### src/hw/rtl/twelve_bit_accumulator_execute_unit_assert.svh
// Assertion macros for the accumulator execute unit.
`ifndef TWELVE_BIT_ACCUMULATOR_EXECUTE_UNIT_ASSERT_SVH
`define TWELVE_BIT_ACCUMULATOR_EXECUTE_UNIT_ASSERT_SVH

// Same-cycle implication, disabled while reset is asserted.
`define TBAE_ASSERT_NOW(label, clk, rst_n, ante, cons, msg) \
	label: assert property (@(posedge clk) disable iff (!(rst_n)) (ante) |-> (cons)) \
		else $error(msg);

// Next-cycle implication, disabled while reset is asserted.
`define TBAE_ASSERT_NEXT(label, clk, rst_n, ante, cons, msg) \
	label: assert property (@(posedge clk) disable iff (!(rst_n)) (ante) |=> (cons)) \
		else $error(msg);

`endif

### src/hw/rtl/tbae_pkg.sv
// Shared types and constants for the accumulator execute unit.
package tbae_pkg;

	localparam int WORD_W = 12;
	localparam int OP_W   = 5;

	typedef logic [WORD_W-1:0] word_t;

	typedef enum logic [OP_W-1:0] {
		OP_AND = 5'd0,
		OP_TAD = 5'd1,
		OP_ISZ = 5'd2,
		OP_DCA = 5'd3,
		OP_JMS = 5'd4,
		OP_JMP = 5'd5,
		OP_CLA = 5'd6,
		OP_CLL = 5'd7,
		OP_CMA = 5'd8,
		OP_CML = 5'd9,
		OP_IAC = 5'd10,
		OP_RAR = 5'd11,
		OP_RTR = 5'd12,
		OP_RAL = 5'd13,
		OP_RTL = 5'd14,
		OP_SMA = 5'd15,
		OP_SZA = 5'd16,
		OP_SNL = 5'd17,
		OP_SPA = 5'd18,
		OP_SNA = 5'd19,
		OP_SZL = 5'd20,
		OP_SKP = 5'd21,
		OP_OSR = 5'd22,
		OP_HLT = 5'd23
	} op_t;

	typedef struct packed {
		logic [OP_W-1:0] req_type;
		word_t           mem_data;
		word_t           eff_addr;
		word_t           current_pc;
		word_t           switch_reg;
	} req_t;

	typedef struct packed {
		word_t acc_out;
		logic  link_out;
		word_t next_pc;
		logic  write_enable;
		word_t write_data;
		logic  halted;
	} rsp_t;

endpackage

### src/hw/rtl/tbae_intf.sv
// Request and response channel interfaces for the accumulator execute unit.
interface tbae_req_if;
	logic                        valid;
	logic                        ready;
	logic [tbae_pkg::OP_W-1:0]   req_type;
	tbae_pkg::word_t             mem_data;
	tbae_pkg::word_t             eff_addr;
	tbae_pkg::word_t             current_pc;
	tbae_pkg::word_t             switch_reg;

	modport source (output valid, req_type, mem_data, eff_addr, current_pc, switch_reg,
		input ready);
	modport sink (input valid, req_type, mem_data, eff_addr, current_pc, switch_reg,
		output ready);
endinterface

interface tbae_rsp_if;
	logic            valid;
	logic            ready;
	tbae_pkg::word_t acc_out;
	logic            link_out;
	tbae_pkg::word_t next_pc;
	logic            write_enable;
	tbae_pkg::word_t write_data;
	logic            halted;

	modport source (output valid, acc_out, link_out, next_pc, write_enable, write_data,
		halted, input ready);
	modport sink (input valid, acc_out, link_out, next_pc, write_enable, write_data,
		halted, output ready);
endinterface

### src/hw/rtl/twelve_bit_accumulator_execute_unit.sv
// Execute stage of a 12-bit accumulator machine: accumulator, link, next PC, store request.
//
//  channel | dir | handshake    | payload
//  --------+-----+--------------+--------------------------------------------------------
//  req     | in  | valid/ready  | req_type, mem_data, eff_addr, current_pc, switch_reg
//  rsp     | out | valid/ready  | acc_out, link_out, next_pc, write_enable, write_data,
//          |     |              | halted
//
// One request a cycle sustained while rsp.ready is high; rsp.valid rises once the request
// has passed the stage 1 and stage 2 registers, and the response handshake follows.
// Stage 1 registers the request; the execute logic between stage 1 and stage 2 is one
// 13-bit add, four 12-bit increments and rotate/logic selection on acc and link.
// Reset clears accumulator, link and both stage valids; no clearing pass is needed.
// A stalled rsp holds stage 2; stage 1 still fills, so req.ready drops only when both
// stages are full and rsp.ready is low.
`include "twelve_bit_accumulator_execute_unit_assert.svh"

module twelve_bit_accumulator_execute_unit (
	input  logic        clk,
	input  logic        arst_n,
	tbae_req_if.sink    req,
	tbae_rsp_if.source  rsp
);

	localparam int W = tbae_pkg::WORD_W;

	// Architectural state: only changes when an item moves from stage 1 to stage 2,
	// so the results stay in strict request order.
	tbae_pkg::word_t acc_q;
	logic            link_q;

	logic            valid_s1;
	tbae_pkg::req_t  req_s1;
	logic            valid_s2;
	tbae_pkg::rsp_t  rsp_s2;

	logic            adv_s1;     // stage 1 item executes and moves to stage 2
	logic            take_req;

	tbae_pkg::op_t   op;
	tbae_pkg::word_t acc_d;
	logic            link_d;
	logic            skip;
	logic [W:0]      tad_sum;
	tbae_pkg::word_t isz_val;
	tbae_pkg::word_t pc_inc;
	tbae_pkg::rsp_t  rsp_d;

	// Stage 2 is free when empty or being drained this cycle.
	assign adv_s1   = valid_s1 && (!valid_s2 || rsp.ready);
	assign req.ready = !valid_s1 || adv_s1;
	assign take_req = req.valid && req.ready;

	// ---------------------------------------------------------------- stage 1
	always_ff @(posedge clk or negedge arst_n) begin
		if (!arst_n) begin
			valid_s1 <= 1'b0;
		end else if (req.ready) begin
			valid_s1 <= req.valid;
		end
	end

	always_ff @(posedge clk) begin
		if (take_req) begin
			req_s1.req_type   <= req.req_type;
			req_s1.mem_data   <= req.mem_data;
			req_s1.eff_addr   <= req.eff_addr;
			req_s1.current_pc <= req.current_pc;
			req_s1.switch_reg <= req.switch_reg;
		end
	end

	// ---------------------------------------------------------------- execute
	assign op      = tbae_pkg::op_t'(req_s1.req_type);
	assign tad_sum = {1'b0, acc_q} + {1'b0, req_s1.mem_data};
	assign isz_val = req_s1.mem_data + W'(1);
	assign pc_inc  = req_s1.current_pc + W'(1);

	always_comb begin
		acc_d  = acc_q;
		link_d = link_q;
		skip   = 1'b0;
		rsp_d  = '0;
		rsp_d.next_pc = req_s1.current_pc;
		unique case (op)
			tbae_pkg::OP_AND: begin
				acc_d = acc_q & req_s1.mem_data;
			end
			tbae_pkg::OP_TAD: begin
				// carry out of bit 11 flips the link rather than setting it
				acc_d  = tad_sum[W-1:0];
				link_d = link_q ^ tad_sum[W];
			end
			tbae_pkg::OP_ISZ: begin
				rsp_d.write_enable = 1'b1;
				rsp_d.write_data   = isz_val;
				skip               = (isz_val == '0);
			end
			tbae_pkg::OP_DCA: begin
				rsp_d.write_enable = 1'b1;
				rsp_d.write_data   = acc_q;
				acc_d              = '0;
			end
			tbae_pkg::OP_JMS: begin
				// return address stored at the target, execution resumes one past it
				rsp_d.write_enable = 1'b1;
				rsp_d.write_data   = req_s1.current_pc;
				rsp_d.next_pc      = req_s1.eff_addr + W'(1);
			end
			tbae_pkg::OP_JMP: begin
				rsp_d.next_pc = req_s1.eff_addr;
			end
			tbae_pkg::OP_CLA: begin
				acc_d = '0;
			end
			tbae_pkg::OP_CLL: begin
				link_d = 1'b0;
			end
			tbae_pkg::OP_CMA: begin
				acc_d = ~acc_q;
			end
			tbae_pkg::OP_CML: begin
				link_d = ~link_q;
			end
			tbae_pkg::OP_IAC: begin
				acc_d = acc_q + W'(1);
			end
			// rotates run over the 13-bit {link, acc} ring
			tbae_pkg::OP_RAR: begin
				acc_d  = {link_q, acc_q[W-1:1]};
				link_d = acc_q[0];
			end
			tbae_pkg::OP_RTR: begin
				acc_d  = {acc_q[0], link_q, acc_q[W-1:2]};
				link_d = acc_q[1];
			end
			tbae_pkg::OP_RAL: begin
				acc_d  = {acc_q[W-2:0], link_q};
				link_d = acc_q[W-1];
			end
			tbae_pkg::OP_RTL: begin
				acc_d  = {acc_q[W-3:0], link_q, acc_q[W-1]};
				link_d = acc_q[W-2];
			end
			tbae_pkg::OP_SMA: skip = acc_q[W-1];
			tbae_pkg::OP_SZA: skip = (acc_q == '0);
			tbae_pkg::OP_SNL: skip = link_q;
			tbae_pkg::OP_SPA: skip = !acc_q[W-1];
			tbae_pkg::OP_SNA: skip = (acc_q != '0);
			tbae_pkg::OP_SZL: skip = !link_q;
			tbae_pkg::OP_SKP: skip = 1'b1;
			tbae_pkg::OP_OSR: begin
				acc_d = acc_q | req_s1.switch_reg;
			end
			tbae_pkg::OP_HLT: begin
				rsp_d.halted = 1'b1;
			end
			default: begin
				// unassigned codes: acc, link and PC unchanged, no store requested
			end
		endcase
		if (skip) begin
			rsp_d.next_pc = pc_inc;
		end
		rsp_d.acc_out  = acc_d;
		rsp_d.link_out = link_d;
	end

	// ---------------------------------------------------------------- state and stage 2
	always_ff @(posedge clk or negedge arst_n) begin
		if (!arst_n) begin
			acc_q    <= '0;
			link_q   <= 1'b0;
			valid_s2 <= 1'b0;
		end else begin
			if (adv_s1) begin
				acc_q  <= acc_d;
				link_q <= link_d;
			end
			if (adv_s1) begin
				valid_s2 <= 1'b1;
			end else if (rsp.ready) begin
				valid_s2 <= 1'b0;
			end
		end
	end

	always_ff @(posedge clk) begin
		if (adv_s1) begin
			rsp_s2 <= rsp_d;
		end
	end

	assign rsp.valid        = valid_s2;
	assign rsp.acc_out      = rsp_s2.acc_out;
	assign rsp.link_out     = rsp_s2.link_out;
	assign rsp.next_pc      = rsp_s2.next_pc;
	assign rsp.write_enable = rsp_s2.write_enable;
	assign rsp.write_data   = rsp_s2.write_data;
	assign rsp.halted       = rsp_s2.halted;

	// ---------------------------------------------------------------- assertions
	`TBAE_ASSERT_NEXT(a_state_only_on_advance, clk, arst_n, !adv_s1, $stable(acc_q) && $stable(link_q), "accumulator or link changed without an executing request")
	`TBAE_ASSERT_NOW(a_no_overwrite_s1, clk, arst_n, take_req && valid_s1, adv_s1, "stage 1 overwritten before it executed")
	`TBAE_ASSERT_NOW(a_idle_write_data, clk, arst_n, valid_s2 && !rsp_s2.write_enable, rsp_s2.write_data == '0, "write data not zero without a store")
	`TBAE_ASSERT_NOW(a_halt_no_store, clk, arst_n, valid_s2 && rsp_s2.halted, !rsp_s2.write_enable, "halt raised together with a store request")

endmodule
### src/flat_wrapper.sv
// flat-port wrapper written by rule: the top's interface ports become plain ports
module twelve_bit_accumulator_execute_unit_flat 
  (clk, arst_n, req_valid, req_req_type, req_mem_data, req_eff_addr, req_current_pc, req_switch_reg, req_ready, rsp_valid, rsp_acc_out, rsp_link_out, rsp_next_pc, rsp_write_enable, rsp_write_data, rsp_halted, rsp_ready);
  tbae_req_if req_i ();
  tbae_rsp_if rsp_i ();
  input  logic clk;
  input  logic arst_n;
  input wire logic [$bits(req_i.valid)-1:0] req_valid;
  input wire logic [$bits(req_i.req_type)-1:0] req_req_type;
  input wire logic [$bits(req_i.mem_data)-1:0] req_mem_data;
  input wire logic [$bits(req_i.eff_addr)-1:0] req_eff_addr;
  input wire logic [$bits(req_i.current_pc)-1:0] req_current_pc;
  input wire logic [$bits(req_i.switch_reg)-1:0] req_switch_reg;
  output wire logic [$bits(req_i.ready)-1:0] req_ready;
  output wire logic [$bits(rsp_i.valid)-1:0] rsp_valid;
  output wire logic [$bits(rsp_i.acc_out)-1:0] rsp_acc_out;
  output wire logic [$bits(rsp_i.link_out)-1:0] rsp_link_out;
  output wire logic [$bits(rsp_i.next_pc)-1:0] rsp_next_pc;
  output wire logic [$bits(rsp_i.write_enable)-1:0] rsp_write_enable;
  output wire logic [$bits(rsp_i.write_data)-1:0] rsp_write_data;
  output wire logic [$bits(rsp_i.halted)-1:0] rsp_halted;
  input wire logic [$bits(rsp_i.ready)-1:0] rsp_ready;
  assign req_i.valid = req_valid;
  assign req_i.req_type = req_req_type;
  assign req_i.mem_data = req_mem_data;
  assign req_i.eff_addr = req_eff_addr;
  assign req_i.current_pc = req_current_pc;
  assign req_i.switch_reg = req_switch_reg;
  assign req_ready = req_i.ready;
  assign rsp_valid = rsp_i.valid;
  assign rsp_acc_out = rsp_i.acc_out;
  assign rsp_link_out = rsp_i.link_out;
  assign rsp_next_pc = rsp_i.next_pc;
  assign rsp_write_enable = rsp_i.write_enable;
  assign rsp_write_data = rsp_i.write_data;
  assign rsp_halted = rsp_i.halted;
  assign rsp_i.ready = rsp_ready;
  twelve_bit_accumulator_execute_unit u_core (.clk(clk), .arst_n(arst_n), .req(req_i), .rsp(rsp_i));
endmodule
### config.mk
export PLATFORM = sky130hd
export DESIGN_NAME = twelve_bit_accumulator_execute_unit_flat
export DESIGN_NICKNAME = d
export VERILOG_FILES = /design/src/hw/rtl/tbae_pkg.sv /design/src/hw/rtl/tbae_intf.sv /design/src/hw/rtl/twelve_bit_accumulator_execute_unit.sv /design/src/flat_wrapper.sv
export VERILOG_INCLUDE_DIRS = /design/src /design/src/hw/rtl
export SDC_FILE = /design/constraint.sdc
export NUM_CORES = 1
export LEC_CHECK = 0
export BUFFER_PORTS_ARGS = -buffer_cell sky130_fd_sc_hd__buf_2
export CORE_MARGIN = 8
export CORE_UTILIZATION = 57
export DETAILED_ROUTE_END_ITERATION = 10
export HOLD_SLACK_MARGIN = 0.03
export PLACE_DENSITY = 0.9
export SETUP_SLACK_MARGIN = 0.3
export SYNTH_ARGS = -nofsm -noshare
export SYNTH_HDL_FRONTEND = slang
export SYNTH_SLANG_ARGS = --single-unit
### constraint.sdc
create_clock -name clk -period 3.25 [get_ports clk]
set_input_delay 0.325 -clock clk [delete_from_list [all_inputs] [get_ports clk]]
set_output_delay 0.325 -clock clk [all_outputs]
set_load 0.01 [all_outputs]
==> impl_metrics.json <==
{
  "htreeDepth": 3,
  "cts_root_buffer": "clkbuf_8",
  "setup_viol": 0,
  "pwr-share-comb_pct": 27.7,
  "worstPathRequired_ns": 3.40,
  "hold_viol_final": 0,
  "layout_common_cells": "buf_2, edfxtp_1, nand2_1, o21ai_0, nor2_1",
  "grt_pass1_wl_um": 28300,
  "remaining_drc_errors": 0,
  "critPathSlowestCell": "edfxtp_1",
  "rsz0062_at_grt": "no",
  "syn-num-nets": 670,
  "routed.top_layer": "met4",
  "met2WireLength_um": 8570,
  "drtPass1Iterations": 9,
  "core_um2": 10800,
  "power_density_nw_per_um2": 492,
  "start_util_pct": 58.0,
  "holdWs_ns": 0.0987,
  "crit_chain": "ha_1, fa_2, a211oi_2, o21bai_1, and2_1, o41ai_2, mux2i_1, o221ai_1, a21o_1",
  "cpPeakStageDelay_ns": 0.45,
  "critical_path_class": "reg -> reg",
  "area_growth_pct": 15.5,
  "layoutNonFillerInstCount": 845,
  "gp_congestion": 0.930,
  "dp_slack_ns": 0.229,
  "placed_cells": 827,
  "cp_top_family": "compound AO/OA/AOI/OAI gates",
  "yosysWarnings": 0,
  "drive_above_1_share_pct": 25.1,
  "p_switching_mw": 1.17,
  "wl_um": 18200,
  "clk_path_buf_depth": 2,
  "peakVddDrop_v": 0.000432,
  "num_rows": 38,
  "numPortBuffers": 97,
  "cap_violations": 0,
  "routed_via_density": 6.48,
  "async_flop_share_pct": 14.0,
  "p_seq_share_pct": 50.3,
  "drt-wirelength-per-cell_um": 21.5,
  "die_x_um": 121,
  "met1_length_um": 7300,
  "grt_max_degree": 46,
  "cts_tree": "built",
  "worstSetupEndpointType": "flop",
  "synth_area_per_cell_um2": 10.5,
  "io_pins": 98,
  "via_count": 5473,
  "final.fill_count": 838,
  "placed_area_um2": 7010,
  "die_h_um": 121,
  "grt_use_total_pct": 24.9,
  "max_slew_margin_pct": 51.0,
  "postRouteAntennaNets": 0,
  "setup_tns_ns": 0,
  "clk_latency_ns": 0.39,
  "synth_flop_cell": "edfxtp_1",
  "worst_pin_slew_ns": 0.734,
  "yosysSeqAreaShare_pct": 50.1,
  "final_core_util_pct": 67.0,
  "min_period_ns": 2.85,
  "final_common_cell": "buf_2",
  "grt_antenna_before_repair": 0,
  "finalPower_mw": 3.56,
  "overflow": 0,
  "synthesis.instances": 595,
  "startpoint_type": "flop",
  "p_sw_share_pct": 32.9,
  "die_area_um2": 14600,
  "pwr-share-clk_pct": 22.0,
  "grt_pass1_vias": 5301,
  "wl_met3_um": 1850,
  "post-route-period-util_pct": 87.7,
  "synth_cell_types": 63,
  "design_area_um2": 7230,
  "cp_num_buf_inv": 0,
  "p_leak_nw": 2.86,
  "ys_ff_latch": 107,
  "drv_slew": 0,
  "clock_sinks": 107,
  "nets": 775,
  "netlist_area_um2": 6260,
  "status": "finished clean",
  "setup_slack_ns": 0.400,
  "clock_skew_ns": 0.0116,
  "crit_arrival_ns": 3.00,
  "synth-edff-count": 92,
  "hp-class": "in -> reg",
  "numCtsBuffers": 9,
  "crit_fanout": 5,
  "drt_iter0_drc": 756,
  "n_antenna_cell": 0,
  "dp_hpwl_um": 13200,
  "max_freq_mhz": 351,
  "clkSlewWorstSetupHoldPaths_ns": 0.10,
  "internal_power_mw": 2.39
}
## kinds of logic after synthesis
kind of cell               Yosys count  synth area share, %
AOI/OAI and AO/OA                  170                 18.8
xor gates and xnor gates            40                 5.60
adders and majority gates           18                 3.72
buffers and inverters               51                 3.54
DFF                                107                 50.1
muxes                               16                 2.84
and+or+nand+nor                    193                 15.4
## sequential cells by signal, summed over array words and instances (netlist names)
name	count
u_core.rsp.write_enable	1
u_core.link_q	1
u_core.op	5
u_core.rsp.next_pc	12
u_core.rsp.halted	1
u_core.rsp.valid	1
u_core.rsp.acc_out	12
u_core.valid_s1	1
u_core.rsp.write_data	12
u_core.req_s1	48
u_core.rsp.link_out	1
u_core.acc_q	12
## area by class of cell
| cell class | instances | area [um^2] | area share, % |
|---|---|---|---|
| clock buffers | 11 | 153 | 2.11 |
| clock inverters | 5 | 35.0 | 0.484 |
| inverters | 11 | 41.3 | 0.571 |
| multi-input cells | 437 | 2930 | 40.4 |
| flip-flops and latches | 107 | 3140 | 43.4 |
| well taps | 140 | 175 | 2.42 |
| repair buffers | 134 | 766 | 10.6 |
## cell usage after synthesis (2+ instances only)
library cell,count,area share (%)
a21oi_1,25,2.0
nand4_1,16,1.6
o211a_1,5,0.80
xor2_1,14,2.0
a22oi_1,29,3.5
nand2b_1,10,1.0
o221ai_1,2,0.28
inv_1,11,0.66
a221oi_1,6,0.84
nor2b_1,4,0.40
ha_1,17,3.4
and2_1,6,0.60
o41ai_1,2,0.28
edfxtp_1,92,44
nand3b_1,4,0.48
nor4_1,2,0.20
buf_6,3,0.54
buf_2,6,0.48
a32oi_1,5,0.70
o21ai_0,48,3.8
dfrtp_1,15,6.0
a211oi_1,5,0.60
a32o_1,2,0.32
nor4b_1,2,0.28
nand2_1,52,3.1
or2_2,2,0.20
o2111ai_1,2,0.28
a2111oi_0,2,0.28
or3_1,2,0.20
and3_1,12,1.2
a2bb2oi_1,5,0.70
a22o_1,2,0.28
xnor2_1,26,3.6
nor3_1,14,1.1
o211ai_1,2,0.24
buf_1,2,0.12
mux2i_1,2,0.32
mux2_2,14,2.5
clkbuf_1,29,1.7
nor2_1,37,2.2
nand3_1,23,1.8
a21o_1,10,1.2
a31oi_1,4,0.40
nor3b_1,3,0.36
## path summary, 6_finish.rpt
kind | start | endpoint | slack, ns | cells after the start
min in group asynchronous | arst_n | u_core.acc_q[6]$_DFFE_PN0P_ | 0.38 | 2
setup / recovery | u_core.req_s1[36]$_DFFE_PP_ | u_core.rsp.acc_out[10]$_DFFE_PP_ | 0.40 | 9
hold / removal | req_current_pc[0] | u_core.req_s1[12]$_DFFE_PP_ | 0.1 | 1
hold reg to reg | u_core.valid_s1$_DFFE_PN0N_ | u_core.rsp.valid$_DFFE_PN0P_ | 0.50 | 1
setup reg to reg | u_core.req_s1[36]$_DFFE_PP_ | u_core.rsp.acc_out[10]$_DFFE_PP_ | 0.40 | 9
max in group asynchronous | arst_n | u_core.acc_q[2]$_DFFE_PN0P_ | 2.58 | 2
## power groups by stage
stage | registers (mW) | logic [mW] | clock network [mW]
after global placement | 1.81 | 0.926 | 0
after CTS | 1.78 | 0.962 | 0.793
final | 1.79 | 0.983 | 0.783
after detailed placement | 1.81 | 0.948 | 0
after global routing | 1.80 | 1.06 | 0.839
after floorplan | 1.80 | 0.607 | 0
## routing by layer
layer	track usage [%]	vias up
met5	0	-
met4	9.76	0
met3	5.83	43
met2	40.0	343
met1	32.0	2604
li1	-	2483
## repair_timing
action,CTS,global route
hold endpoints to repair,15,0
endpoints found under the setup margin,2,5
gates cloned,0,0
gates resized for setup,2,3
hold buffers,1,0
pin swaps,0,0
buffers inserted,0,1
(Power assumes the default switching activity.)
